[config.mk]
export PLATFORM = sky130hd
export DESIGN_NAME = hsl_to_rgb8
export DESIGN_NICKNAME = d
export VERILOG_FILES = /design/src/rtl/core/hsl2rgb_pkg.sv /design/src/rtl/core/hsl_to_rgb8.sv /design/src/rtl/core/hsl2rgb_hue.sv /design/src/rtl/core/hsl2rgb_levels.sv /design/src/rtl/core/hsl2rgb_chan.sv
export SDC_FILE = /design/constraint.sdc
export NUM_CORES = 2
export LEC_CHECK = 0
export BUFFER_PORTS_ARGS = -buffer_cell sky130_fd_sc_hd__buf_4
export CELL_PAD_IN_SITES_DETAIL_PLACEMENT = 0
export CELL_PAD_IN_SITES_GLOBAL_PLACEMENT = 1
export CORE_MARGIN = 1
export CORE_UTILIZATION = 47
export DETAILED_ROUTE_END_ITERATION = 6
export PLACE_DENSITY_LB_ADDON = 0.1
export SETUP_SLACK_MARGIN = 0.1
export SYNTH_ARGS = -nofsm -noshare
export SYNTH_HDL_FRONTEND = slang
export SYNTH_HIERARCHICAL = 1
export SYNTH_SLANG_ARGS = --single-unit
[constraint.sdc]
create_clock -name clk_i -period 7.2 [get_ports clk_i]
set_input_delay 0.72 -clock clk_i [delete_from_list [all_inputs] [get_ports clk_i]]
set_output_delay 0.72 -clock clk_i [all_outputs]
set_load 0.1 [all_outputs]
[src/rtl/core/hsl2rgb_pkg.sv]
// package: widths, payload types and hue curve helper for the hsl to rgb converter
`timescale 1ns / 1ps

package hsl2rgb_pkg;

  localparam int FRAC_BITS = 12;
  localparam int IN_W      = FRAC_BITS + 1;
  localparam int ONE       = 1 << FRAC_BITS;
  localparam int HALF      = ONE / 2;
  localparam int THIRD     = ONE / 3;

  // signed hue position after the third offset
  localparam int POS_W  = FRAC_BITS + 3;
  // six times a wrapped hue position
  localparam int SIX_W  = FRAC_BITS + 4;
  localparam int FAC_W  = FRAC_BITS + 1;
  localparam int PROD_W = 2 * IN_W + 1;
  localparam int LVL_W  = FRAC_BITS + 6;
  localparam int MUL_W  = LVL_W + FAC_W + 1;
  localparam int SCL_W  = LVL_W + 9;
  localparam int BYTE_W = 8;

  localparam logic signed [POS_W-1:0] ONE_POS   = POS_W'(ONE);
  localparam logic signed [POS_W-1:0] THIRD_POS = POS_W'(THIRD);

  typedef enum logic [1:0] {
    SEG_RISE,
    SEG_HIGH,
    SEG_FALL,
    SEG_LOW
  } seg_e;

  typedef struct packed {
    seg_e             seg;
    logic [FAC_W-1:0] factor;
  } hue_pt_t;

  typedef struct packed {
    logic signed [LVL_W-1:0] v1;
    logic signed [LVL_W-1:0] v2;
    logic signed [LVL_W-1:0] d;
  } lvl_t;

  typedef struct packed {
    logic [IN_W-1:0] hue;
    logic [IN_W-1:0] saturation;
    logic [IN_W-1:0] lightness;
  } hsl_in_t;

  typedef struct packed {
    logic [BYTE_W-1:0] red;
    logic [BYTE_W-1:0] green;
    logic [BYTE_W-1:0] blue;
  } rgb_out_t;

  // wrap a hue position once and pick its curve segment and slope factor
  function automatic hue_pt_t hue_point(input logic signed [POS_W-1:0] pos);
    logic signed [POS_W-1:0] p;
    logic [FAC_W-1:0]        w;
    logic [SIX_W-1:0]        six;
    hue_pt_t                 r;
    p = pos;
    if (p < 0) p = p + ONE_POS;
    if (p > ONE_POS) p = p - ONE_POS;
    w   = p[FAC_W-1:0];
    six = (SIX_W'(w) << 2) + (SIX_W'(w) << 1);
    if (six < SIX_W'(ONE)) begin
      r.seg    = SEG_RISE;
      r.factor = six[FAC_W-1:0];
    end else if ((SIX_W'(w) << 1) < SIX_W'(ONE)) begin
      r.seg    = SEG_HIGH;
      r.factor = '0;
    end else if ((SIX_W'(w) << 1) + SIX_W'(w) < SIX_W'(2 * ONE)) begin
      r.seg    = SEG_FALL;
      r.factor = FAC_W'(SIX_W'(4 * ONE) - six);
    end else begin
      r.seg    = SEG_LOW;
      r.factor = '0;
    end
    return r;
  endfunction

endpackage

[src/rtl/core/hsl_to_rgb8.sv]
// hsl to 8-bit rgb converter, five register stages
// throughput: one request per cycle; the whole pipe holds when the output stalls
// the limit is one product per stage: lightness-saturation product, then slope product
// reset clears the stage valid bits only; data registers are not reset
`timescale 1ns / 1ps

module hsl_to_rgb8 (
  input  logic                   clk_i,
  input  logic                   rst_ni,
  input  logic                   in_valid_i,
  output logic                   in_ready_o,
  input  hsl2rgb_pkg::hsl_in_t   in_data_i,
  output logic                   out_valid_o,
  input  logic                   out_ready_i,
  output hsl2rgb_pkg::rgb_out_t  out_data_o
);

  localparam int NStages = 5;

  logic [NStages-1:0]          valid_q;
  logic [NStages-1:0]          valid_d;
  logic                        en;
  hsl2rgb_pkg::hue_pt_t [2:0]  pt;
  hsl2rgb_pkg::lvl_t           lvl;

  // global advance: move whenever the last stage is empty or drained
  assign en         = !valid_q[NStages-1] || out_ready_i;
  assign in_ready_o = en;
  assign valid_d    = {valid_q[NStages-2:0], in_valid_i};

  always_ff @(posedge clk_i or negedge rst_ni) begin
    if (!rst_ni) begin
      valid_q <= '0;
    end else if (en) begin
      valid_q <= valid_d;
    end
  end

  hsl2rgb_hue u_hue (
    .clk_i (clk_i),
    .en_i  (en),
    .hue_i (in_data_i.hue),
    .pt_o  (pt)
  );

  hsl2rgb_levels u_levels (
    .clk_i   (clk_i),
    .en_i    (en),
    .sat_i   (in_data_i.saturation),
    .light_i (in_data_i.lightness),
    .lvl_o   (lvl)
  );

  hsl2rgb_chan u_red (
    .clk_i  (clk_i),
    .en_i   (en),
    .pt_i   (pt[2]),
    .lvl_i  (lvl),
    .byte_o (out_data_o.red)
  );

  hsl2rgb_chan u_green (
    .clk_i  (clk_i),
    .en_i   (en),
    .pt_i   (pt[1]),
    .lvl_i  (lvl),
    .byte_o (out_data_o.green)
  );

  hsl2rgb_chan u_blue (
    .clk_i  (clk_i),
    .en_i   (en),
    .pt_i   (pt[0]),
    .lvl_i  (lvl),
    .byte_o (out_data_o.blue)
  );

  assign out_valid_o = valid_q[NStages-1];

  a_accept_enters : assert property (@(posedge clk_i) disable iff (!rst_ni)
    (in_valid_i && in_ready_o) |=> valid_q[0])
    else $error("accepted request did not enter the first stage");

  a_stall_holds : assert property (@(posedge clk_i) disable iff (!rst_ni)
    !en |=> $stable(valid_q))
    else $error("stage valid bits moved during a stall");

  a_factor_range : assert property (@(posedge clk_i) disable iff (!rst_ni)
    valid_q[1] |-> (pt[0].factor <= hsl2rgb_pkg::FAC_W'(hsl2rgb_pkg::ONE))
                && (pt[1].factor <= hsl2rgb_pkg::FAC_W'(hsl2rgb_pkg::ONE))
                && (pt[2].factor <= hsl2rgb_pkg::FAC_W'(hsl2rgb_pkg::ONE)))
    else $error("hue slope factor above one");

endmodule

[src/rtl/core/hsl2rgb_hue.sv]
// hue positions for the three channels, segment decode, two register stages
`timescale 1ns / 1ps

module hsl2rgb_hue (
  input  logic                                  clk_i,
  input  logic                                  en_i,
  input  logic [hsl2rgb_pkg::IN_W-1:0]          hue_i,
  output hsl2rgb_pkg::hue_pt_t [2:0]            pt_o
);

  logic signed [hsl2rgb_pkg::POS_W-1:0] base;
  hsl2rgb_pkg::hue_pt_t [2:0]           pt_d;
  hsl2rgb_pkg::hue_pt_t [2:0]           pt_q;
  hsl2rgb_pkg::hue_pt_t [2:0]           pt2_q;

  // red leads by a third, blue trails by a third
  always_comb begin
    base    = $signed({2'b00, hue_i});
    pt_d[2] = hsl2rgb_pkg::hue_point(base + hsl2rgb_pkg::THIRD_POS);
    pt_d[1] = hsl2rgb_pkg::hue_point(base);
    pt_d[0] = hsl2rgb_pkg::hue_point(base - hsl2rgb_pkg::THIRD_POS);
  end

  // second stage waits for the curve levels
  always_ff @(posedge clk_i) begin
    if (en_i) begin
      pt_q  <= pt_d;
      pt2_q <= pt_q;
    end
  end

  assign pt_o = pt2_q;

endmodule

[src/rtl/core/hsl2rgb_levels.sv]
// curve levels v1, v2 and their difference from saturation and lightness
`timescale 1ns / 1ps

module hsl2rgb_levels (
  input  logic                           clk_i,
  input  logic                           en_i,
  input  logic [hsl2rgb_pkg::IN_W-1:0]   sat_i,
  input  logic [hsl2rgb_pkg::IN_W-1:0]   light_i,
  output hsl2rgb_pkg::lvl_t              lvl_o
);

  logic                                      lo;
  logic [hsl2rgb_pkg::IN_W:0]                ma;
  logic [hsl2rgb_pkg::IN_W:0]                mb;
  logic [hsl2rgb_pkg::PROD_W-1:0]            prod_d;
  logic [hsl2rgb_pkg::PROD_W-1:0]            prod_q;
  logic [hsl2rgb_pkg::IN_W-1:0]              l_q;
  logic [hsl2rgb_pkg::IN_W-1:0]              s_q;
  logic                                      lo_q;
  logic signed [hsl2rgb_pkg::LVL_W-1:0]      pq_s;
  logic signed [hsl2rgb_pkg::LVL_W-1:0]      l_s;
  logic signed [hsl2rgb_pkg::LVL_W-1:0]      s_s;
  hsl2rgb_pkg::lvl_t                         lvl_d;
  hsl2rgb_pkg::lvl_t                         lvl_q;

  // one shared product: l*(one+s) below half, s*l otherwise
  always_comb begin
    lo     = light_i < hsl2rgb_pkg::IN_W'(hsl2rgb_pkg::HALF);
    ma     = lo ? {1'b0, light_i} : {1'b0, sat_i};
    mb     = lo ? ((hsl2rgb_pkg::IN_W + 1)'(hsl2rgb_pkg::ONE) + {1'b0, sat_i})
                : {1'b0, light_i};
    prod_d = hsl2rgb_pkg::PROD_W'(ma) * hsl2rgb_pkg::PROD_W'(mb);
  end

  always_ff @(posedge clk_i) begin
    if (en_i) begin
      prod_q <= prod_d;
      l_q    <= light_i;
      s_q    <= sat_i;
      lo_q   <= lo;
    end
  end

  always_comb begin
    pq_s = hsl2rgb_pkg::LVL_W'(prod_q[hsl2rgb_pkg::PROD_W-1:hsl2rgb_pkg::FRAC_BITS]);
    l_s  = hsl2rgb_pkg::LVL_W'(l_q);
    s_s  = hsl2rgb_pkg::LVL_W'(s_q);
    lvl_d.v2 = lo_q ? pq_s : (l_s + s_s - pq_s);
    lvl_d.v1 = (l_s <<< 1) - lvl_d.v2;
    lvl_d.d  = lvl_d.v2 - lvl_d.v1;
  end

  always_ff @(posedge clk_i) begin
    if (en_i) begin
      lvl_q <= lvl_d;
    end
  end

  assign lvl_o = lvl_q;

endmodule

[src/rtl/core/hsl2rgb_chan.sv]
// one output channel: slope multiply, segment select, scale by 255 and clamp
`timescale 1ns / 1ps

module hsl2rgb_chan (
  input  logic                              clk_i,
  input  logic                              en_i,
  input  hsl2rgb_pkg::hue_pt_t              pt_i,
  input  hsl2rgb_pkg::lvl_t                 lvl_i,
  output logic [hsl2rgb_pkg::BYTE_W-1:0]    byte_o
);

  localparam logic signed [hsl2rgb_pkg::SCL_W-1:0] ByteTop = hsl2rgb_pkg::SCL_W'(255);

  logic signed [hsl2rgb_pkg::MUL_W-1:0]  m_d;
  logic signed [hsl2rgb_pkg::MUL_W-1:0]  m_q;
  logic signed [hsl2rgb_pkg::LVL_W-1:0]  v1_q;
  logic signed [hsl2rgb_pkg::LVL_W-1:0]  v2_q;
  hsl2rgb_pkg::seg_e                     seg_q;
  logic signed [hsl2rgb_pkg::LVL_W-1:0]  c_d;
  logic signed [hsl2rgb_pkg::LVL_W-1:0]  c_q;
  logic signed [hsl2rgb_pkg::SCL_W-1:0]  x;
  logic signed [hsl2rgb_pkg::SCL_W-1:0]  y;
  logic [hsl2rgb_pkg::BYTE_W-1:0]        byte_d;
  logic [hsl2rgb_pkg::BYTE_W-1:0]        byte_q;

  assign m_d = hsl2rgb_pkg::MUL_W'(lvl_i.d)
             * hsl2rgb_pkg::MUL_W'($signed({1'b0, pt_i.factor}));

  always_ff @(posedge clk_i) begin
    if (en_i) begin
      m_q   <= m_d;
      v1_q  <= lvl_i.v1;
      v2_q  <= lvl_i.v2;
      seg_q <= pt_i.seg;
    end
  end

  // arithmetic shift gives the floor of the product over one
  always_comb begin
    case (seg_q)
      hsl2rgb_pkg::SEG_RISE,
      hsl2rgb_pkg::SEG_FALL: c_d = v1_q + hsl2rgb_pkg::LVL_W'(m_q >>> hsl2rgb_pkg::FRAC_BITS);
      hsl2rgb_pkg::SEG_HIGH: c_d = v2_q;
      default:               c_d = v1_q;
    endcase
  end

  always_ff @(posedge clk_i) begin
    if (en_i) begin
      c_q <= c_d;
    end
  end

  // times 255 as shift and subtract
  always_comb begin
    x = (hsl2rgb_pkg::SCL_W'(c_q) <<< 8) - hsl2rgb_pkg::SCL_W'(c_q);
    y = x >>> hsl2rgb_pkg::FRAC_BITS;
    if (y < 0) begin
      byte_d = '0;
    end else if (y > ByteTop) begin
      byte_d = '1;
    end else begin
      byte_d = y[hsl2rgb_pkg::BYTE_W-1:0];
    end
  end

  always_ff @(posedge clk_i) begin
    if (en_i) begin
      byte_q <= byte_d;
    end
  end

  assign byte_o = byte_q;

endmodule
==> out/results.tsv <==
metric	value	unit
status	complete, no violations	
worstSetupPathType	flip-flop to flip-flop	
synth_top_area_share	0.278	
routabilityCongestion	0.908	
clkLatencyLatePin	0.68	ns
yosys_warnings	6	
firstDrtPassIters	5	
max_freq	149	MHz
final.period_utilization	0.930	
rr_startpoint	u_levels/lvl_o[7]	
ant_nets	0	
min-delay-path-class	input pin to flip-flop	
finalHoldViolations	0	
rsz0062_at_grt	true	
antenna_found_initial	5	
grt_pass1_vias	40200	
die_h	347	um
drtIter0Drc	2321	
numCtsBuffers	54	
final-seq-area	0.0129	sq mm
die_area	0.121	sq mm
grt_max_degree	154	
grt_pass1_wl	228	mm
remaining_drc_errors	0	
period_needed	6.70	ns
final_common_cell	inv_1	
postSynthAreaPerCell	9.91	sq um
async_flop_share	0.0117	
clk_pin_slew	0.07	ns
cts_sinks	429	
fillers	10900	
slew_violations	0	
synth_fa_ha_area_frac	0.392	
synth_top_family_by_area	adder cells	
multi_input_area	0.0387	sq mm
ys_seq_area_frac	0.229	
synthFlopType	edfxtp_1	
vias_per_cell	5.27	
start_util	0.475	
cts_tree	built	
fin_worst_skew	0.0767	ns
clockRootBuffer	clkbuf_16	
synthSimpleGateAreaFrac	0.144	
portBuffers	68	
largest_register_ffs	52	
setup.worst_path.start	u_levels/lvl_o[7]	
end_kind	flip-flop	
placementRows	126	
arrival	7.12	ns
synth-compound-area-share	0.0924	
synth.distinct_cells	131	
maxSlewHeadroom	0.195	
synth.cell_area	0.0561	sq mm
fin_setup_tns	0	ns
synthMuxAreaShare	0.0186	
clockBufferDepth	3	
ys_seq_elements	429	
vias	38700	
required	7.62	ns
worstMarginPinSlew	1.21	ns
dieWidth	347	um
min_from	in_data_i[15]	
wirelength	143	mm
final_nets	7084	
final_cell_mix	inv_1, fa_1, nand2_1	
cp-start-kind	flip-flop	
setup_viol	0	
critPathMaxFanout	19	
routedWlPerCell	19.4	um
gr-total-overflow	0	
dpl.hpwl	114	mm
synthTopCellsByArea	fa_1, edfxtp_1, ha_1	
synth_edf_count	424	
syn2layout_area_growth	8.62	%
htreeDepth	2	
synthCells	5657	
drv_cap	0	
grtUsageTotal	0.243	
synth_area_leader_cell	fa_1	
core_area	0.118	sq mm
ioPinCount	69	
synth_xor_xnor_area_share	0.0400	
drive_gt1_frac	0.0750	
metal layers:
layer	global-route usage	routed length (um)	vias up
met3	0.0287	5850	142
met5	0.00800	132	-
met4	0.0554	3180	3
met1	0.345	67200	19300
li1	-	-	18600
met2	0.395	66200	693
metrics by stage:
stage / setup slack [ns] / util / hold WS, ns / instances / instance area (sq um)
after floorplan: 0.153 / - / 0.400 / 5661 / 56100
after global placement: -0.0957 / 0.498 / 0.401 / 7218 / 58800
after detailed placement: -0.0569 / 0.498 / 0.405 / 7218 / 58800
after CTS: 0.153 / 0.514 / 0.229 / 7321 / 60700
after global routing: 0.0368 / 0.516 / 0.248 / 7333 / 60900
final: 0.502 / 0.516 / 0.273 / 7334 / 60900
synthesized netlist by cell type (57+ instances only):
library cell,number
nor2_1,248
and2_1,383
nand2_1,583
edfxtp_1,424
fa_1,779
xor2_1,71
ha_1,511
a21oi_1,233
nor3_1,73
nand3_1,57
mux2i_1,62
clkbuf_1,147
xnor2_1,185
inv_1,1038
o21ai_0,119
final timing paths:
check                                    to  slack (ns)  cells past startpoint
max in group asynchronous        valid_q[0]        6.72                      2
max reg2reg                 u_green/m_q[26]        0.50                     20
max                         u_green/m_q[26]        0.50                     20
min reg2reg                u_green/seg_q[1]        0.41                      0
min in group asynchronous        valid_q[3]        0.38                      2
min                         u_levels/s_q[2]        0.27                      1
area by class of cell:
class | instances | area share
flip-flops and latches | 429 | 0.211
inverters | 1041 | 0.0642
diodes | 1 | 0.0000411
well taps | 1536 | 0.0316
clock inverters | 42 | 0.00801
repair buffers | 209 | 0.0276
clock buffers | 60 | 0.0226
multi-input cells | 4016 | 0.635
what timing repair did:
action | 4_1_cts | 5_1_grt
setup buffers | 0 | 12
hold buffers | 1 | 0
endpoints found under the setup margin | 0 | 10
endpoints found under the hold margin | 5 | 0
gates resized for setup | 0 | 17
cells by family (layout without fill, tap and decap cells):
kind of cell	Yosys count	in the layout
buffers and inverters	1216	1352
DFF	429	429
adders and majority gates	1291	1291
and+or+nand+nor	1611	1611
xor gates and xnor gates	256	256
AOI/OAI and AO/OA	754	754
other	2	7
muxes	98	98
worst max-delay path: stages (launching register included):
cell	delay, ns
edfxtp_1	0.53
buf_6	0.28
nand2_1	0.11
fa_1	0.54
fa_1	0.47
fa_1	0.53
fa_1	0.53
fa_1	0.55
inv_1	0.05
fa_1	0.43
ha_1	0.36
a21o_1	0.20
a21o_1	0.16
a211oi_1	0.28
o21ai_0	0.18
o31ai_1	0.33
a32oi_1	0.23
buf_4	0.19
a21o_1	0.19
a211oi_1	0.23
nor2_1	0.08
Power is left out: the tool's default activity adds up to more than one toggle a clock period on the data nets, which glitch-free logic cannot reach.
